## src/rtl/core/dsw_pkg.sv

```systemverilog
// ----------------------------------------------------------------------------
// dsw_pkg: shared types and constants of the drive safety watchdog
// Holds the field widths, the func and register codes, and the structs that
// carry configuration, state, items and results between the modules.
// ----------------------------------------------------------------------------
package dsw_pkg;

  localparam int TIME_WIDTH = 32;
  localparam int ID_W       = 11;
  localparam int DATA_W     = 64;
  localparam int CFG_IDX_W  = 3;
  localparam int CFG_DATA_W = 16;

  // func codes of an input item
  localparam logic [1:0] FUNC_TICK    = 2'd0;
  localparam logic [1:0] FUNC_VEHICLE = 2'd1;
  localparam logic [1:0] FUNC_INVERTER = 2'd2;

  // configuration register indexes
  localparam logic [CFG_IDX_W-1:0] CFG_PEDAL_ID     = 3'd0;
  localparam logic [CFG_IDX_W-1:0] CFG_BATTERY_ID   = 3'd1;
  localparam logic [CFG_IDX_W-1:0] CFG_BATTERY_OK   = 3'd2;
  localparam logic [CFG_IDX_W-1:0] CFG_TRACTIVE_ID  = 3'd3;
  localparam logic [CFG_IDX_W-1:0] CFG_TRACTIVE_BIT = 3'd4;
  localparam logic [CFG_IDX_W-1:0] CFG_INVERTER_ID  = 3'd5;
  localparam logic [CFG_IDX_W-1:0] CFG_TIMEOUT      = 3'd6;
  localparam logic [CFG_IDX_W-1:0] CFG_SOUND        = 3'd7;

  localparam logic [15:0] TIMEOUT_RESET = 16'd100;
  localparam logic [15:0] SOUND_RESET   = 16'd1000;

  typedef logic [TIME_WIDTH-1:0] time_t;

  // minimum tick gap between accepted pedal values, and the pedal upper limit
  localparam time_t             PEDAL_GAP   = TIME_WIDTH'(15);
  localparam logic signed [15:0] PEDAL_LIMIT = 16'sd500;

  typedef struct packed {
    logic [ID_W-1:0] pedal_frame_id;
    logic [ID_W-1:0] battery_frame_id;
    logic [7:0]      battery_ok_code;
    logic [ID_W-1:0] tractive_frame_id;
    logic [5:0]      tractive_bit_position;
    logic [ID_W-1:0] inverter_frame_id;
    logic [15:0]     timeout_ticks;
    logic [15:0]     sound_ticks;
  } cfg_t;

  typedef struct packed {
    time_t       tick_count;
    time_t       pedal_seen_time;
    time_t       pedal_accept_time;
    time_t       engine_seen_time;
    logic [15:0] pedal_store;
    logic        tractive_flag;
    logic        sound_flag;
    logic [15:0] sound_count;
    logic        stop_latch;
  } state_t;

  typedef struct packed {
    logic [1:0]        func;
    logic [ID_W-1:0]   frame_id;
    logic [DATA_W-1:0] data_bytes;
  } item_t;

  typedef struct packed {
    logic              stop_request;
    logic              stopped;
    logic signed [15:0] pedal_value;
    logic              tractive_on;
    logic              sound_on;
    logic              pedal_timeout;
    logic              engine_timeout;
    logic              inverter_valid;
    logic [7:0]        inverter_register;
    logic [15:0]       inverter_value;
  } result_t;

endpackage

```

## src/rtl/core/dsw_intf.sv

```systemverilog
// ----------------------------------------------------------------------------
// dsw_in_if / dsw_out_if: valid/ready channels of the drive safety watchdog
// A beat moves when valid and ready are both high at a rising clock edge.
// ----------------------------------------------------------------------------
interface dsw_in_if;
  logic                          valid;
  logic                          ready;
  logic [1:0]                    func;
  logic [dsw_pkg::ID_W-1:0]      frame_id;
  logic [dsw_pkg::DATA_W-1:0]    data_bytes;

  modport source (output valid, output func, output frame_id, output data_bytes,
                  input ready);
  modport sink   (input valid, input func, input frame_id, input data_bytes,
                  output ready);
endinterface

interface dsw_out_if;
  logic               valid;
  logic               ready;
  logic               stop_request;
  logic               stopped;
  logic signed [15:0] pedal_value;
  logic               tractive_on;
  logic               sound_on;
  logic               pedal_timeout;
  logic               engine_timeout;
  logic               inverter_valid;
  logic [7:0]         inverter_register;
  logic [15:0]        inverter_value;

  modport source (output valid, output stop_request, output stopped,
                  output pedal_value, output tractive_on, output sound_on,
                  output pedal_timeout, output engine_timeout,
                  output inverter_valid, output inverter_register,
                  output inverter_value, input ready);
  modport sink   (input valid, input stop_request, input stopped,
                  input pedal_value, input tractive_on, input sound_on,
                  input pedal_timeout, input engine_timeout,
                  input inverter_valid, input inverter_register,
                  input inverter_value, output ready);
endinterface

```

## src/rtl/core/dsw_cfg_regs.sv

```systemverilog
// ----------------------------------------------------------------------------
// dsw_cfg_regs: configuration register file
// Write-only registers, one write per enabled clock edge, no read-back.
// ----------------------------------------------------------------------------
module dsw_cfg_regs (
  input  logic                           clk,
  input  logic                           rst_n,
  input  logic                           cfg_we,
  input  logic [dsw_pkg::CFG_IDX_W-1:0]  cfg_index,
  input  logic [dsw_pkg::CFG_DATA_W-1:0] cfg_wdata,
  output dsw_pkg::cfg_t                  cfg
);

  dsw_pkg::cfg_t cfg_r;
  dsw_pkg::cfg_t cfg_nxt;

  always_comb begin
    cfg_nxt = cfg_r;
    if (cfg_we) begin
      case (cfg_index)
        dsw_pkg::CFG_PEDAL_ID:     cfg_nxt.pedal_frame_id        = cfg_wdata[10:0];
        dsw_pkg::CFG_BATTERY_ID:   cfg_nxt.battery_frame_id      = cfg_wdata[10:0];
        dsw_pkg::CFG_BATTERY_OK:   cfg_nxt.battery_ok_code       = cfg_wdata[7:0];
        dsw_pkg::CFG_TRACTIVE_ID:  cfg_nxt.tractive_frame_id     = cfg_wdata[10:0];
        dsw_pkg::CFG_TRACTIVE_BIT: cfg_nxt.tractive_bit_position = cfg_wdata[5:0];
        dsw_pkg::CFG_INVERTER_ID:  cfg_nxt.inverter_frame_id     = cfg_wdata[10:0];
        dsw_pkg::CFG_TIMEOUT:      cfg_nxt.timeout_ticks         = cfg_wdata[15:0];
        dsw_pkg::CFG_SOUND:        cfg_nxt.sound_ticks           = cfg_wdata[15:0];
        default:                   cfg_nxt = cfg_r;
      endcase
    end
  end

  always_ff @(posedge clk) begin
    if (!rst_n) begin
      cfg_r <= '{pedal_frame_id:        '0,
                 battery_frame_id:      '0,
                 battery_ok_code:       '0,
                 tractive_frame_id:     '0,
                 tractive_bit_position: '0,
                 inverter_frame_id:     '0,
                 timeout_ticks:         dsw_pkg::TIMEOUT_RESET,
                 sound_ticks:           dsw_pkg::SOUND_RESET};
    end else begin
      cfg_r <= cfg_nxt;
    end
  end

  assign cfg = cfg_r;

endmodule

```

## src/rtl/core/dsw_update.sv

```systemverilog
// ----------------------------------------------------------------------------
// dsw_update: single-pass state update of the watchdog
// Computes the next watchdog state and the result of one item.
// ----------------------------------------------------------------------------
module dsw_update (
  input  dsw_pkg::cfg_t    cfg,
  input  dsw_pkg::state_t  st,
  input  dsw_pkg::item_t   item,
  output dsw_pkg::state_t  st_nxt,
  output dsw_pkg::result_t res
);

  always_comb begin
    dsw_pkg::time_t     tick_new;
    dsw_pkg::time_t     ped_deadline;
    dsw_pkg::time_t     eng_deadline;
    dsw_pkg::time_t     gap_end;
    logic [15:0]        snd_cnt;
    logic               stop;
    logic               ped_to;
    logic               eng_to;
    logic               inv_ok;
    logic [7:0]         inv_reg;
    logic [15:0]        inv_val;

    st_nxt       = st;
    stop         = 1'b0;
    ped_to       = 1'b0;
    eng_to       = 1'b0;
    inv_ok       = 1'b0;
    inv_reg      = '0;
    inv_val      = '0;
    tick_new     = st.tick_count + dsw_pkg::time_t'(1);
    snd_cnt      = st.sound_count + 16'd1;
    ped_deadline = st.pedal_seen_time + dsw_pkg::time_t'(cfg.timeout_ticks);
    eng_deadline = st.engine_seen_time + dsw_pkg::time_t'(cfg.timeout_ticks);
    gap_end      = st.pedal_accept_time + dsw_pkg::PEDAL_GAP;

    case (item.func)
      dsw_pkg::FUNC_TICK: begin
        st_nxt.tick_count = tick_new;
        if (st.sound_flag) begin
          if (snd_cnt >= cfg.sound_ticks) begin
            st_nxt.sound_count = '0;
            st_nxt.sound_flag  = 1'b0;
          end else begin
            st_nxt.sound_count = snd_cnt;
          end
        end
        if (ped_deadline <= tick_new) begin
          ped_to = 1'b1;
          stop   = 1'b1;
        end
        eng_to = (eng_deadline <= tick_new);
      end
      dsw_pkg::FUNC_VEHICLE: begin
        // pedal id wins over battery, battery over tractive
        if (item.frame_id == cfg.pedal_frame_id) begin
          st_nxt.pedal_seen_time = st.tick_count;
          if (gap_end <= st.tick_count) begin
            st_nxt.pedal_accept_time = st.tick_count;
            if ($signed(item.data_bytes[15:0]) > dsw_pkg::PEDAL_LIMIT) begin
              stop               = 1'b1;
              st_nxt.pedal_store = '0;
            end else begin
              st_nxt.pedal_store = item.data_bytes[15:0];
            end
          end
        end else if (item.frame_id == cfg.battery_frame_id) begin
          stop = (item.data_bytes[31:24] != cfg.battery_ok_code);
        end else if (item.frame_id == cfg.tractive_frame_id) begin
          if (item.data_bytes[cfg.tractive_bit_position]) begin
            st_nxt.tractive_flag = 1'b1;
            st_nxt.sound_flag    = 1'b1;
            st_nxt.sound_count   = '0;
          end else begin
            st_nxt.tractive_flag = 1'b0;
          end
        end
      end
      dsw_pkg::FUNC_INVERTER: begin
        if (!st.stop_latch && item.frame_id == cfg.inverter_frame_id) begin
          st_nxt.engine_seen_time = st.tick_count;
          inv_ok  = 1'b1;
          inv_reg = item.data_bytes[7:0];
          inv_val = item.data_bytes[23:8];
        end
      end
      default: begin
        st_nxt = st;
      end
    endcase

    if (stop) begin
      st_nxt.stop_latch = 1'b1;
    end

    res.stop_request      = stop;
    res.stopped           = st_nxt.stop_latch;
    res.pedal_value       = $signed(st_nxt.pedal_store);
    res.tractive_on       = st_nxt.tractive_flag;
    res.sound_on          = st_nxt.sound_flag;
    res.pedal_timeout     = ped_to;
    res.engine_timeout    = eng_to;
    res.inverter_valid    = inv_ok;
    res.inverter_register = inv_reg;
    res.inverter_value    = inv_val;
  end

endmodule

```

## src/rtl/core/drive_safety_watchdog.sv

```systemverilog
// ----------------------------------------------------------------------------
// drive_safety_watchdog: vehicle safety watchdog over ticks and bus frames
// Input register, one pass of update logic, result register.
// ----------------------------------------------------------------------------
// Path: an accepted input beat is held in the input register, passes the update
//   logic when the result register is free or drained, then sits in the result register.
// Throughput: one item per clock while the result channel is not stalled.
// Reset: synchronous, active low; clears the watchdog state and both valid
//   flags and loads the configuration reset values (timeout 100, sound 1000).
module drive_safety_watchdog (
  input  logic                           clk,
  input  logic                           rst_n,
  input  logic                           cfg_we,
  input  logic [dsw_pkg::CFG_IDX_W-1:0]  cfg_index,
  input  logic [dsw_pkg::CFG_DATA_W-1:0] cfg_wdata,
  dsw_in_if.sink                         in_ch,
  dsw_out_if.source                      out_ch
);

  dsw_pkg::cfg_t    cfg;
  dsw_pkg::item_t   item_r;
  logic             item_v_r;
  logic             item_v_nxt;
  dsw_pkg::state_t  st_r;
  dsw_pkg::state_t  st_nxt;
  dsw_pkg::result_t upd_res;
  dsw_pkg::result_t res_r;
  logic             out_v_r;
  logic             out_v_nxt;
  logic             in_fire;
  logic             advance;

  // Configuration registers; user must write only while the block is idle (unenforced).
  dsw_cfg_regs u_cfg (
    .clk       (clk),
    .rst_n     (rst_n),
    .cfg_we    (cfg_we),
    .cfg_index (cfg_index),
    .cfg_wdata (cfg_wdata),
    .cfg       (cfg)
  );

  // Advance the held item when the result register is free or being drained.
  assign advance  = item_v_r && (!out_v_r || out_ch.ready);
  // Take a new beat when the input register is empty or empties in the same
  // cycle, so beats can follow back to back.
  assign in_ch.ready = !item_v_r || advance;
  assign in_fire  = in_ch.valid && in_ch.ready;

  assign item_v_nxt = in_fire ? 1'b1 : (advance ? 1'b0 : item_v_r);
  assign out_v_nxt  = advance ? 1'b1 : (out_ch.ready ? 1'b0 : out_v_r);

  // One pass of the watchdog update on the registered item.
  dsw_update u_upd (
    .cfg    (cfg),
    .st     (st_r),
    .item   (item_r),
    .st_nxt (st_nxt),
    .res    (upd_res)
  );

  // Control state and watchdog state.
  always_ff @(posedge clk) begin
    if (!rst_n) begin
      item_v_r <= 1'b0;
      out_v_r  <= 1'b0;
      st_r     <= '0;
    end else begin
      item_v_r <= item_v_nxt;
      out_v_r  <= out_v_nxt;
      if (advance) begin
        st_r <= st_nxt;
      end
    end
  end

  // Payload registers: load the input beat on accept, the result on advance.
  always_ff @(posedge clk) begin
    if (in_fire) begin
      item_r.func       <= in_ch.func;
      item_r.frame_id   <= in_ch.frame_id;
      item_r.data_bytes <= in_ch.data_bytes;
    end
    if (advance) begin
      res_r <= upd_res;
    end
  end

  // Drive the result channel straight from the result register.
  assign out_ch.valid             = out_v_r;
  assign out_ch.stop_request      = res_r.stop_request;
  assign out_ch.stopped           = res_r.stopped;
  assign out_ch.pedal_value       = res_r.pedal_value;
  assign out_ch.tractive_on       = res_r.tractive_on;
  assign out_ch.sound_on          = res_r.sound_on;
  assign out_ch.pedal_timeout     = res_r.pedal_timeout;
  assign out_ch.engine_timeout    = res_r.engine_timeout;
  assign out_ch.inverter_valid    = res_r.inverter_valid;
  assign out_ch.inverter_register = res_r.inverter_register;
  assign out_ch.inverter_value    = res_r.inverter_value;

endmodule

```

## src/flat_wrapper.sv

```systemverilog
// flat-port wrapper written by rule: the top's interface ports become plain ports
module drive_safety_watchdog_flat 
  (clk, rst_n, cfg_we, cfg_index, cfg_wdata, in_ch_valid, in_ch_func, in_ch_frame_id, in_ch_data_bytes, in_ch_ready, out_ch_valid, out_ch_stop_request, out_ch_stopped, out_ch_pedal_value, out_ch_tractive_on, out_ch_sound_on, out_ch_pedal_timeout, out_ch_engine_timeout, out_ch_inverter_valid, out_ch_inverter_register, out_ch_inverter_value, out_ch_ready);
  dsw_in_if in_ch_i ();
  dsw_out_if out_ch_i ();
  input  logic clk;
  input  logic rst_n;
  input  logic cfg_we;
  input  logic [dsw_pkg::CFG_IDX_W-1:0] cfg_index;
  input  logic [dsw_pkg::CFG_DATA_W-1:0] cfg_wdata;
  input wire logic [$bits(in_ch_i.valid)-1:0] in_ch_valid;
  input wire logic [$bits(in_ch_i.func)-1:0] in_ch_func;
  input wire logic [$bits(in_ch_i.frame_id)-1:0] in_ch_frame_id;
  input wire logic [$bits(in_ch_i.data_bytes)-1:0] in_ch_data_bytes;
  output wire logic [$bits(in_ch_i.ready)-1:0] in_ch_ready;
  output wire logic [$bits(out_ch_i.valid)-1:0] out_ch_valid;
  output wire logic [$bits(out_ch_i.stop_request)-1:0] out_ch_stop_request;
  output wire logic [$bits(out_ch_i.stopped)-1:0] out_ch_stopped;
  output wire logic [$bits(out_ch_i.pedal_value)-1:0] out_ch_pedal_value;
  output wire logic [$bits(out_ch_i.tractive_on)-1:0] out_ch_tractive_on;
  output wire logic [$bits(out_ch_i.sound_on)-1:0] out_ch_sound_on;
  output wire logic [$bits(out_ch_i.pedal_timeout)-1:0] out_ch_pedal_timeout;
  output wire logic [$bits(out_ch_i.engine_timeout)-1:0] out_ch_engine_timeout;
  output wire logic [$bits(out_ch_i.inverter_valid)-1:0] out_ch_inverter_valid;
  output wire logic [$bits(out_ch_i.inverter_register)-1:0] out_ch_inverter_register;
  output wire logic [$bits(out_ch_i.inverter_value)-1:0] out_ch_inverter_value;
  input wire logic [$bits(out_ch_i.ready)-1:0] out_ch_ready;
  assign in_ch_i.valid = in_ch_valid;
  assign in_ch_i.func = in_ch_func;
  assign in_ch_i.frame_id = in_ch_frame_id;
  assign in_ch_i.data_bytes = in_ch_data_bytes;
  assign in_ch_ready = in_ch_i.ready;
  assign out_ch_valid = out_ch_i.valid;
  assign out_ch_stop_request = out_ch_i.stop_request;
  assign out_ch_stopped = out_ch_i.stopped;
  assign out_ch_pedal_value = out_ch_i.pedal_value;
  assign out_ch_tractive_on = out_ch_i.tractive_on;
  assign out_ch_sound_on = out_ch_i.sound_on;
  assign out_ch_pedal_timeout = out_ch_i.pedal_timeout;
  assign out_ch_engine_timeout = out_ch_i.engine_timeout;
  assign out_ch_inverter_valid = out_ch_i.inverter_valid;
  assign out_ch_inverter_register = out_ch_i.inverter_register;
  assign out_ch_inverter_value = out_ch_i.inverter_value;
  assign out_ch_i.ready = out_ch_ready;
  drive_safety_watchdog u_core (.clk(clk), .rst_n(rst_n), .cfg_we(cfg_we), .cfg_index(cfg_index), .cfg_wdata(cfg_wdata), .in_ch(in_ch_i), .out_ch(out_ch_i));
endmodule
```

## config.mk

```make
export PLATFORM = sky130hd
export DESIGN_NAME = drive_safety_watchdog_flat
export DESIGN_NICKNAME = d
export VERILOG_FILES = /design/src/rtl/core/dsw_pkg.sv /design/src/rtl/core/dsw_intf.sv /design/src/rtl/core/dsw_cfg_regs.sv /design/src/rtl/core/dsw_update.sv /design/src/rtl/core/drive_safety_watchdog.sv /design/src/flat_wrapper.sv
export SDC_FILE = /design/constraint.sdc
export NUM_CORES = 1
export LEC_CHECK = 0
export BUFFER_PORTS_ARGS = -buffer_cell sky130_fd_sc_hd__buf_4
export CORE_UTILIZATION = 60
export CTS_BUF_LIST = sky130_fd_sc_hd__clkbuf_4 sky130_fd_sc_hd__clkbuf_8 sky130_fd_sc_hd__clkbuf_16
export DETAILED_ROUTE_END_ITERATION = 7
export HOLD_SLACK_MARGIN = 0.06
export PLACE_DENSITY = 0.78
export SLEW_MARGIN = 20
export SYNTH_ARGS = -nofsm -noshare
export SYNTH_HDL_FRONTEND = slang
export SYNTH_SLANG_ARGS = --single-unit
```

## constraint.sdc

```tcl
create_clock -name clk -period 4.95 [get_ports clk]
set_input_delay 0.495 -clock clk [delete_from_list [all_inputs] [get_ports clk]]
set_output_delay 0.495 -clock clk [all_outputs]
set_load 0.01 [all_outputs]
```

==> impl_metrics.env <==
export IMPL_fin_hold_ws_ns=0.110
export IMPL_grt_pass1_wl_microns=86800
export IMPL_rows=68
export IMPL_min_from="in_ch_data_bytes[6]"
export IMPL_cts_max_level=2
export IMPL_io_buffers=149
export IMPL_hold_buffers=0
export IMPL_layout_commonest_cell="nand2_1"
export IMPL_ys_seq_area_share_pct=42.1
export IMPL_dpl_cell_area_sq_um=22300
export IMPL_numClockSinks=379
export IMPL_clk_latency_ns=0.56
export IMPL_cts_root_buffer="clkbuf_16"
export IMPL_fmax_ghz=0.214
export IMPL_dpl_hpwl_microns=39500
export IMPL_diodes=0
export IMPL_synth_area_sq_um=20900
export IMPL_hold_class="in -> reg"
export IMPL_ir_drop_uv=351
export IMPL_wl_per_cell_microns=18.8
export IMPL_slew_viol_final=0
export IMPL_clockBufferDepth=3
export IMPL_yosysWarnings=0
export IMPL_routed_wl_microns=54400
export IMPL_reg2reg_depth=15
export IMPL_setup_tns_ns=0
export IMPL_overflow=0
export IMPL_fin_cells=2892
export IMPL_setup_violations_final=0
export IMPL_num_fill_cells=2661
export IMPL_start_kind="register"
export IMPL_layout_drive_gt1_share_pct=13.4
export IMPL_yosys_register_bits=379
export IMPL_die_area_sq_um=35700
export IMPL_fp_dieW_microns=189
export IMPL_initial_core_util_pct=60.8
export IMPL_status="finished, final reports clean"
export IMPL_area_growth_pct=13.2
export IMPL_cp_end_kind="register"
export IMPL_routabilityCongestion=0.966
export IMPL_holdPathStages=1
export IMPL_final_area_sq_um=23700
export IMPL_cts_tree="done"
export IMPL_fin_crit_ns=4.67
export IMPL_arrival_ns=4.97
export IMPL_synth_fp_nets=2553
export IMPL_grt_use_total_pct=30.4
export IMPL_leakagePower_uw=0.00912
export IMPL_synthTopCellsByArea="dfxtp_1 (24%), edfxtp_1 (18%), ha_1 (8.8%)"
export IMPL_synth_top_area_share_pct=24.4
export IMPL_startpoint="u_core.u_cfg.cfg[25]"
export IMPL_ios=150
export IMPL_core_region_area_sq_um=34500
export IMPL_drc=0
export IMPL_mostFrequentLayoutCells="nand2_1 (473), dfxtp_1 (255), a21oi_1 (223)"
export IMPL_fin_util_pct=68.8
export IMPL_path_max_fanout=6
export IMPL_maxCapViolations=0
export IMPL_grt_pass1_vias=17000
export IMPL_synthFlopType="dfxtp_1"
export IMPL_vias=17400
export IMPL_hold_violations=0
export IMPL_cp_required_ns=5.25
export IMPL_synth_edf_count=124
export IMPL_synthCells=2303
export IMPL_async_flop_share_pct=0
export IMPL_grt_max_degree=78
export IMPL_antenna_left=0
export IMPL_max_slew_margin_pct=35.4
export IMPL_min_to="u_core.item_r[6]"
export IMPL_rrSetupSlack_ns=0.28
export IMPL_avgSynthCellArea_sq_um=9.10
export IMPL_viasPerCell=6.01
export IMPL_skew_ns=0.0202
export IMPL_placed_cells=2818
export IMPL_post_route_period_util_pct=94.4
export IMPL_antenna_found_initial=0
export IMPL_worst_pin_slew_ns=0.969
export IMPL_die_y_microns=189
export IMPL_synth_cell_types=81
export IMPL_numCtsBuffers=41
export IMPL_r2r_start="u_core.u_cfg.cfg[25]"
export IMPL_drtIter0Drc=1268
export IMPL_worst_setup_path_type="reg -> reg"
export IMPL_firstDrtPassIters=5
export IMPL_clk_pin_slew_ns=0.07
export IMPL_grt_setup_unrepaired="no"
export IMPL_nNetsFinal=2656
export IMPL_p_per_area_nw_per_um2=288
export IMPL_r2r_end="u_core.out_ch.stopped"
export IMPL_synth_largest_area_cell="dfxtp_1"
[cell families (layout without fill, tap and decap cells)]
kind of cell	count (synthesis)	count (layout)	share of synthesized area, %
and+or+nand+nor	883	883	19.5
AOI/OAI and AO/OA	439	439	12.8
DFF	379	379	42.1
xor gates and xnor gates	194	194	8.11
buffers and inverters	182	316	3.74
adders and majority gates	149	149	8.97
muxes	77	77	4.73
[through the flow]
step                      setup slack (ns)  total power [uW]
after floorplan                       1.08              3600
after global placement               0.477              3760
after detailed placement             0.350              3780
after CTS                            0.282              6860
after global routing                0.0371              7040
final                                0.278              6830
[sequential cells by signal, indices dropped and copies added, names as in the netlist]
signal / count
u_core.st_r: 163
u_core.out_ch.inverter_valid: 1
u_core.out_ch.inverter_register: 8
u_core.item_r: 77
u_core.out_ch.tractive_on: 1
u_core.item_v_r: 1
u_core.out_ch.pedal_value: 16
u_core.out_ch.stopped: 1
u_core.out_ch.sound_on: 1
u_core.out_ch.engine_timeout: 1
u_core.out_ch.pedal_timeout: 1
u_core.out_ch.valid: 1
u_core.u_cfg.cfg: 90
u_core.out_ch.inverter_value: 16
u_core.out_ch.stop_request: 1
[Yosys cell counts, drive strengths merged (14+ instances only)]
master and instances:
xor2 72, nor2 110, nand3 68, and2 49, o21ai 67, xnor2 122
ha 147, inv 71, mux2 16, a31oi 14, a21oi 225, nor4 15
dfxtp 255, mux2i 45, a21o 22, nor3 30, a31o 16, nand4 41
clkbuf 81, nand2 475, edfxtp 124, o211ai 18, buf 29, mux4 16
and3 29
[worst max-delay path by stage]
stage                                   endpoint  slack [ns]  cells after the start
global placement    u_core.out_ch.pedal_value[8]        0.48                     16
global route                      u_core.st_r[0]        0.04                     15
floorplan           u_core.out_ch.pedal_value[0]        1.08                     17
detailed placement                u_core.st_r[0]        0.35                     18
CTS                              u_core.st_r[92]        0.28                     17
finish                     u_core.out_ch.stopped        0.28                     15
[per-layer routing]
layer / global-route usage, % / share of wire (%)
met1: 35.6 / 39
met2: 53.7 / 50
met3: 5.23 / 6.6
met4: 15.1 / 4.6
met5: 0 / 0
[area by class of cell]
class                   instances  area (sq um)  area share [%]
clock buffers                  56          1180            4.98
clock inverters                18           194           0.818
flip-flops and latches        379          8830            37.2
repair buffers                170          1290            5.43
inverters                      72           273            1.15
well taps                     455           569            2.40
multi-input cells            1742         11400            48.0
[what timing repair did]
action	CTS	global route
endpoints found under the setup margin	0	53
resized for setup	0	3
buffers inserted	0	0
[critical path, cell delays in order (launching register included)]
cell and delay [ns]:
dfxtp_1 0.33, ha_1 0.37, a21o_1 0.23, a2111oi_0 0.79, a21oi_1 0.19, a21oi_1 0.26, o21ai_0 0.13, xor2_1 0.16
ha_1 0.32, nand4_1 0.14, or3_1 0.41, a211o_1 0.24, a31oi_1 0.16, o21ai_0 0.23, a31oi_1 0.32, nand3_1 0.11
[where the power goes]
| group | internal, uW | leakage (uW) | switching, uW | total [uW] |
|---|---|---|---|---|
| logic | 156 | 0.00518 | 216 | 372 |
| clock network | 1840 | 0.000695 | 1280 | 3120 |
| registers | 3290 | 0.00324 | 53.3 | 3340 |
Power figures use the tool's default switching activity.
